### src/hw/rtl/lrupr_pkg.sv
package lrupr_pkg;

	// Default geometry of the tracker.
	localparam int FRAMES_DEF    = 4;
	localparam int PAGE_BITS_DEF = 16;

	// Width of the saturating fault total.
	localparam int COUNT_W = 32;

endpackage

### src/hw/rtl/lrupr_cell.sv
module lrupr_cell import lrupr_pkg::*; #(
	parameter int FRAMES    = FRAMES_DEF,
	parameter int PAGE_BITS = PAGE_BITS_DEF,
	parameter int IDX       = 0,
	localparam int IW       = $clog2(FRAMES)
) (
	input  logic clk,
	input  logic arst_n,
	// Scan token from the previous cell and to the next one.
	input  logic [1+PAGE_BITS+1+IW+IW+1+IW+IW+IW+PAGE_BITS-1:0] tok_in,
	output logic [1+PAGE_BITS+1+IW+IW+1+IW+IW+IW+PAGE_BITS-1:0] tok_out,
	// Update broadcast from the decision logic.
	input  logic [1+IW+1+1+PAGE_BITS+IW-1:0] upd_in
);

	typedef struct packed {
		logic                 vld;
		logic [PAGE_BITS-1:0] page;
		logic                 hit;
		logic [IW-1:0]        hit_idx;
		logic [IW-1:0]        hit_rank;
		logic                 empty;
		logic [IW-1:0]        empty_idx;
		logic [IW-1:0]        max_rank;
		logic [IW-1:0]        max_idx;
		logic [PAGE_BITS-1:0] max_page;
	} scan_t;

	typedef struct packed {
		logic                 en;
		logic [IW-1:0]        idx;
		logic                 age_all;
		logic                 write;
		logic [PAGE_BITS-1:0] page;
		logic [IW-1:0]        limit;
	} upd_t;

	localparam logic [IW-1:0] MY_IDX = IW'(IDX);

	scan_t                tin;
	scan_t                tnext;
	scan_t                tok_q;
	upd_t                 upd;
	logic [PAGE_BITS-1:0] page_q;
	logic                 valid_q;
	logic [IW-1:0]        rank_q;

	assign tin     = scan_t'(tok_in);
	assign upd     = upd_t'(upd_in);
	assign tok_out = tok_q;

	// Merge this frame's entry into the passing token.
	always_comb begin
		tnext = tin;
		if (valid_q && (page_q == tin.page) && !tin.hit) begin
			tnext.hit      = 1'b1;
			tnext.hit_idx  = MY_IDX;
			tnext.hit_rank = rank_q;
		end
		if (!valid_q && !tin.empty) begin
			tnext.empty     = 1'b1;
			tnext.empty_idx = MY_IDX;
		end
		if ((IDX == 0) || (rank_q > tin.max_rank)) begin
			tnext.max_rank = rank_q;
			tnext.max_idx  = MY_IDX;
			tnext.max_page = page_q;
		end
	end

	// Token register towards the next cell.
	always_ff @(posedge clk or negedge arst_n) begin
		if (!arst_n) begin
			tok_q <= '0;
		end else begin
			tok_q <= tnext;
		end
	end

	// Frame state: valid bit and recency rank.
	always_ff @(posedge clk or negedge arst_n) begin
		if (!arst_n) begin
			valid_q <= 1'b0;
			rank_q  <= '0;
		end else if (upd.en) begin
			if (upd.idx == MY_IDX) begin
				rank_q <= '0;
				if (upd.write) begin
					valid_q <= 1'b1;
				end
			end else if (valid_q && (upd.age_all || (rank_q < upd.limit))) begin
				rank_q <= rank_q + 1'b1;
			end
		end
	end

	// Resident page number; meaningful only while the frame is valid.
	always_ff @(posedge clk) begin
		if (upd.en && (upd.idx == MY_IDX) && upd.write) begin
			page_q <= upd.page;
		end
	end

endmodule

### src/hw/rtl/lru_page_replacement_core.sv
// Fully associative LRU page-frame tracker. Each page reference word on the input
// channel yields one result word: hit or fault, the frame that now holds the page,
// the page evicted (zero if none) and the saturating fault total. The frames sit
// in a row of cells; a scan token walks the row one cell per cycle, collecting the
// hit, the lowest empty frame and the oldest frame, and the decision is then sent
// to all cells at once. The completed scan waits in a holding register until the
// output register is free, and the result is then loaded there; a new reference is
// accepted only after the previous result has been loaded, so one reference is in
// flight at a time. A waiting result holds the final step, not the scan.
module lru_page_replacement_core import lrupr_pkg::*; #(
	parameter int FRAMES    = FRAMES_DEF,
	parameter int PAGE_BITS = PAGE_BITS_DEF,
	localparam int IW       = $clog2(FRAMES)
) (
	input  logic                 clk,
	input  logic                 arst_n,
	input  logic                 in_valid,
	output logic                 in_stall,
	input  logic [PAGE_BITS-1:0] page,
	output logic                 out_valid,
	input  logic                 out_stall,
	output logic                 fault,
	output logic [IW-1:0]        frame,
	output logic                 evicted_valid,
	output logic [PAGE_BITS-1:0] evicted_page,
	output logic [COUNT_W-1:0]   fault_count
);

	typedef struct packed {
		logic                 vld;
		logic [PAGE_BITS-1:0] page;
		logic                 hit;
		logic [IW-1:0]        hit_idx;
		logic [IW-1:0]        hit_rank;
		logic                 empty;
		logic [IW-1:0]        empty_idx;
		logic [IW-1:0]        max_rank;
		logic [IW-1:0]        max_idx;
		logic [PAGE_BITS-1:0] max_page;
	} scan_t;

	typedef struct packed {
		logic                 en;
		logic [IW-1:0]        idx;
		logic                 age_all;
		logic                 write;
		logic [PAGE_BITS-1:0] page;
		logic [IW-1:0]        limit;
	} upd_t;

	scan_t                tok [FRAMES+1];
	scan_t                pend_q;
	logic                 pend_valid_q;
	logic                 busy_q;
	logic                 accept;
	logic                 finish;
	upd_t                 upd;
	logic                 d_fault;
	logic                 d_evict;
	logic [IW-1:0]        d_use;
	logic [COUNT_W-1:0]   total_q;
	logic [COUNT_W-1:0]   total_next;

	assign in_stall = busy_q;
	assign accept   = in_valid && !busy_q;

	// A fresh token enters the first cell when a word is accepted.
	always_comb begin
		tok[0]      = '0;
		tok[0].vld  = accept;
		tok[0].page = page;
	end

	// Row of frame cells.
	for (genvar i = 0; i < FRAMES; i++) begin : g_cell
		lrupr_cell #(
			.FRAMES    (FRAMES),
			.PAGE_BITS (PAGE_BITS),
			.IDX       (i)
		) u_cell (
			.clk     (clk),
			.arst_n  (arst_n),
			.tok_in  (tok[i]),
			.tok_out (tok[i+1]),
			.upd_in  (upd)
		);
	end

	// Decision from the completed scan.
	always_comb begin
		d_fault = !pend_q.hit;
		d_evict = d_fault && !pend_q.empty;
		if (pend_q.hit) begin
			d_use = pend_q.hit_idx;
		end else if (pend_q.empty) begin
			d_use = pend_q.empty_idx;
		end else begin
			d_use = pend_q.max_idx;
		end
		if (d_fault && (total_q != '1)) begin
			total_next = total_q + 1'b1;
		end else begin
			total_next = total_q;
		end
	end

	// The result is committed once the output register is free.
	assign finish = pend_valid_q && (!out_valid || !out_stall);

	always_comb begin
		upd         = '0;
		upd.en      = finish;
		upd.idx     = d_use;
		upd.age_all = d_fault;
		upd.write   = d_fault;
		upd.page    = pend_q.page;
		upd.limit   = pend_q.hit_rank;
	end

	// Control: busy flag, completed-scan holding register, fault total.
	always_ff @(posedge clk or negedge arst_n) begin
		if (!arst_n) begin
			busy_q       <= 1'b0;
			pend_valid_q <= 1'b0;
			total_q      <= '0;
		end else begin
			if (accept) begin
				busy_q <= 1'b1;
			end else if (finish) begin
				busy_q <= 1'b0;
			end
			if (tok[FRAMES].vld) begin
				pend_valid_q <= 1'b1;
			end else if (finish) begin
				pend_valid_q <= 1'b0;
			end
			if (finish) begin
				total_q <= total_next;
			end
		end
	end

	always_ff @(posedge clk) begin
		if (tok[FRAMES].vld) begin
			pend_q <= tok[FRAMES];
		end
	end

	// Output register.
	always_ff @(posedge clk or negedge arst_n) begin
		if (!arst_n) begin
			out_valid <= 1'b0;
		end else if (finish) begin
			out_valid <= 1'b1;
		end else if (!out_stall) begin
			out_valid <= 1'b0;
		end
	end

	always_ff @(posedge clk) begin
		if (finish) begin
			fault         <= d_fault;
			frame         <= d_use;
			evicted_valid <= d_evict;
			evicted_page  <= d_evict ? pend_q.max_page : '0;
			fault_count   <= total_next;
		end
	end

endmodule

### config.mk
export PLATFORM = sky130hd
export DESIGN_NAME = lru_page_replacement_core
export DESIGN_NICKNAME = d
export VERILOG_FILES = /design/src/hw/rtl/lrupr_pkg.sv /design/src/hw/rtl/lrupr_cell.sv /design/src/hw/rtl/lru_page_replacement_core.sv
export SDC_FILE = /design/constraint.sdc
export NUM_CORES = 1
export LEC_CHECK = 0
export BUFFER_PORTS_ARGS = -buffer_cell sky130_fd_sc_hd__buf_2
export CAP_MARGIN = 25
export CORE_UTILIZATION = 28
export DETAILED_ROUTE_END_ITERATION = 10
export HOLD_SLACK_MARGIN = 0.12
export PLACE_DENSITY = 0.42
export SLEW_MARGIN = 20
export SYNTH_ARGS = -nofsm -noshare
export SYNTH_HDL_FRONTEND = slang
export SYNTH_HIERARCHICAL = 1
export SYNTH_SLANG_ARGS = --single-unit
### constraint.sdc
create_clock -name clk -period 5.29 [get_ports clk]
set_input_delay 1.3225 -clock clk [delete_from_list [all_inputs] [get_ports clk]]
set_output_delay 1.3225 -clock clk [all_outputs]
set_load 0.03 [all_outputs]
==> results.py <==
metrics = {
    "global_route": {
        "grt_start_max_net_pins": 115,
        "first_global_vias": 7702,
        "grt_overflow": 0,
        "grt_pass1_wl_microns": 47450,
        "track_usage": 0.1240,
        "antenna_found_initial": 0,
    },
    "floorplan": {
        "core_sq_um": 50170,
        "start_util": 0.2836,
        "core.rowCount": 82,
        "die_h_microns": 227.4,
        "die_w_microns": 227.4,
        "io_pins": 74,
        "die_area_sq_um": 51710,
    },
    "sta": {
        "clock_skew_ns": 0.02119,
        "final.period_utilization": 0.5763,
        "min_period_ns": 3.049,
        "timing.slew.headroom": 0.3487,
        "holdWs_ns": 0.3469,
        "finalSetupViolations": 0,
        "hold_viol_final": 0,
        "setup_tns_ns": 0,
        "final_max_slew_viol_count": 0,
        "rsz0062_at_grt": "no",
        "timing.fmax_ghz": 0.3280,
        "worstMarginPinSlew_ns": 0.9769,
    },
    "final_layout": {
        "antenna_cells": 0,
        "num-nets-final": 1068,
        "area_growth_pct": 17.85,
        "stdcell_count": 1738,
        "final_layout_size_suffix_gt1_frac": 0.2148,
        "postLayoutCoreUtil": 0.3342,
        "nFillCells": 4898,
    },
    "logic_synthesis": {
        "synth_cells": 926,
        "syn_area_sq_um": 14230,
        "yosys_warnings": 6,
        "syn_area_per_cell_sq_um": 15.36,
    },
    "placed_design": {
        "place_congestion": 0.7358,
        "dp_hpwl_microns": 20380,
        "portBuffers": 73,
        "dp_cells": 1662,
    },
    "worst_setup_path": {
        "r2r_cells": 3,
        "crit_path_top_delay_cell": "and3_1",
        "endpoint": "g_cell[1].u_cell/page_q[12]$_DFFE_PP_",
        "reg2reg_from": "pend_q[27]$_DFFE_PP_",
        "arrival_ns": 3.22,
        "critPathLaunch": "out_stall",
        "crit_path_cell_trace": "buf_2 > nand2_1 > nand2_1 > inv_2 > and3_1",
        "reg2reg_slack_ns": 2.38,
        "crit_path_max_incr_delay_ns": 0.89,
        "cp.required_ns": 5.47,
        "worst_r2r_endpoint": "g_cell[2].u_cell/page_q[7]$_DFFE_PP_",
        "critPathTopFamily": "simple AND/OR/NAND/NOR gates",
        "cp_num_buf_inv": 2,
        "end_kind": "flip-flop",
        "start_kind": "primary input",
        "cp.depth": 5,
        "cp_max_fo": 33,
        "cpMostUsedCell": "nand2_1",
        "path_class": "primary input to flip-flop",
    },
    "cts": {
        "cts_root_buf": "clkbuf_16",
        "htree_levels": 2,
        "cts_resized": 0,
        "numCtsBuffers": 42,
        "clock-sinks": 381,
        "cts_buffer_depth": 3,
        "hold_buffers": 0,
        "cts_tree": "yes",
        "post-cts-setup-buffers": 0,
        "worstSkewPairLatency_ns": 0.56,
        "clk_pin_slew_worst_paths_ns": 0.05,
    },
    "power": {
        "ir_worst_vdd_mv": 0.1802,
        "p_leak_nw": 6.597,
        "p_per_area_nw_per_um2": 507.2,
    },
    "detailed_routing": {
        "drtIter0Drc": 403,
        "route.detailed.drc": 0,
        "first_pass_iters": 4,
        "wl_per_cell_microns": 17.44,
        "wl_microns": 30310,
        "antenna_left": 0,
        "via_count": 7228,
        "via_per_inst": 4.159,
    },
    "hold_path": {
        "hp-class": "flip-flop to flip-flop",
    },
    "flow_run": {
        "max-cap-violations": 0,
    },
    "status": {
        "status": "finished, final reports clean",
    },
}
## cell type report
class	count	area, sq um	area share
Tap cell	672	840.8	0.05015
Clock inverter	7	83.83	0.005000
Clock buffer	69	1234	0.07358
Inverter	35	131.4	0.007836
Sequential cell	381	10330	0.6159
Multi-Input combinational cell	492	3695	0.2204
Timing Repair Buffer	82	455.4	0.02716
## registers in the layout, summed over array words and instances, names as in the netlist
signal	cells
g_cell.u_cell/tok_out	176
g_cell.u_cell/page_q	64
pend_q	42
fault_count	32
total_q	32
evicted_page	16
g_cell.u_cell/rank_q	8
g_cell.u_cell/valid_q	4
frame	2
evicted_valid	1
fault	1
in_stall	1
out_valid	1
pend_valid_q	1
## worst min-delay path by stage
stage | start | to | slack, ns | cells after the start
floorplan | g_cell[0].u_cell/tok_out[44]$_DFF_PN0_ | g_cell[1].u_cell/tok_out[44]$_DFF_PN0_ | 0.33 | 0
global placement | g_cell[1].u_cell/tok_out[44]$_DFF_PN0_ | g_cell[2].u_cell/tok_out[44]$_DFF_PN0_ | 0.34 | 0
detailed placement | g_cell[1].u_cell/tok_out[44]$_DFF_PN0_ | g_cell[2].u_cell/tok_out[44]$_DFF_PN0_ | 0.34 | 0
CTS | g_cell[1].u_cell/tok_out[44]$_DFF_PN0_ | g_cell[2].u_cell/tok_out[44]$_DFF_PN0_ | 0.35 | 0
global route | g_cell[1].u_cell/tok_out[44]$_DFF_PN0_ | g_cell[2].u_cell/tok_out[44]$_DFF_PN0_ | 0.35 | 0
finish | g_cell[1].u_cell/tok_out[44]$_DFF_PN0_ | g_cell[2].u_cell/tok_out[44]$_DFF_PN0_ | 0.35 | 0
## cell usage in the layout, fill, tap and decap left out, types with 8 or more instances in the layout
master / n
buf_2: 72
nand2_1: 47
xnor2_1: 76
nor2_1: 21
edfxtp_1: 158
nand4_1: 19
inv_1: 33
xor2_1: 35
clkbuf_1: 20
conb_1: 13
buf_4: 8
o21ai_0: 16
or2_2: 8
dfrtp_1: 222
nand2b_1: 12
clkbuf_16: 43
ha_1: 14
nand3_1: 35
and3_1: 13
mux2_2: 52
o211ai_1: 10
and2_1: 21
## report_power, final
part | leakage (nW) | internal (W) | switching (W)
Combinational | 1.84 | 0.000676 | 0.000995
Sequential | 4.13 | 0.00375 | 0.000297
Clock | 0.634 | 0.00164 | 0.00114
## metrics by stage
| stage | worst slack (ns) | area, sq um | total power, W |
|---|---|---|---|
| after floorplan | 1.465 | 14270 | 0.005159 |
| after global placement | 1.690 | 15450 | 0.005807 |
| after detailed placement | 1.546 | 15450 | 0.005807 |
| after CTS | 2.155 | 16770 | 0.008671 |
| after global routing | 2.032 | 16770 | 0.008979 |
| final | 2.241 | 16770 | 0.008504 |
## per-layer routing
layer  part of all wire  global-route usage  vias up
li1                   -                   -     3473
met5                  0                   0        -
met3              0.042             0.02775       48
met1               0.48              0.1753     3590
met4              0.021             0.03810        0
met2               0.45              0.1888      117
No activity file was read; power rests on OpenSTA's default activity.
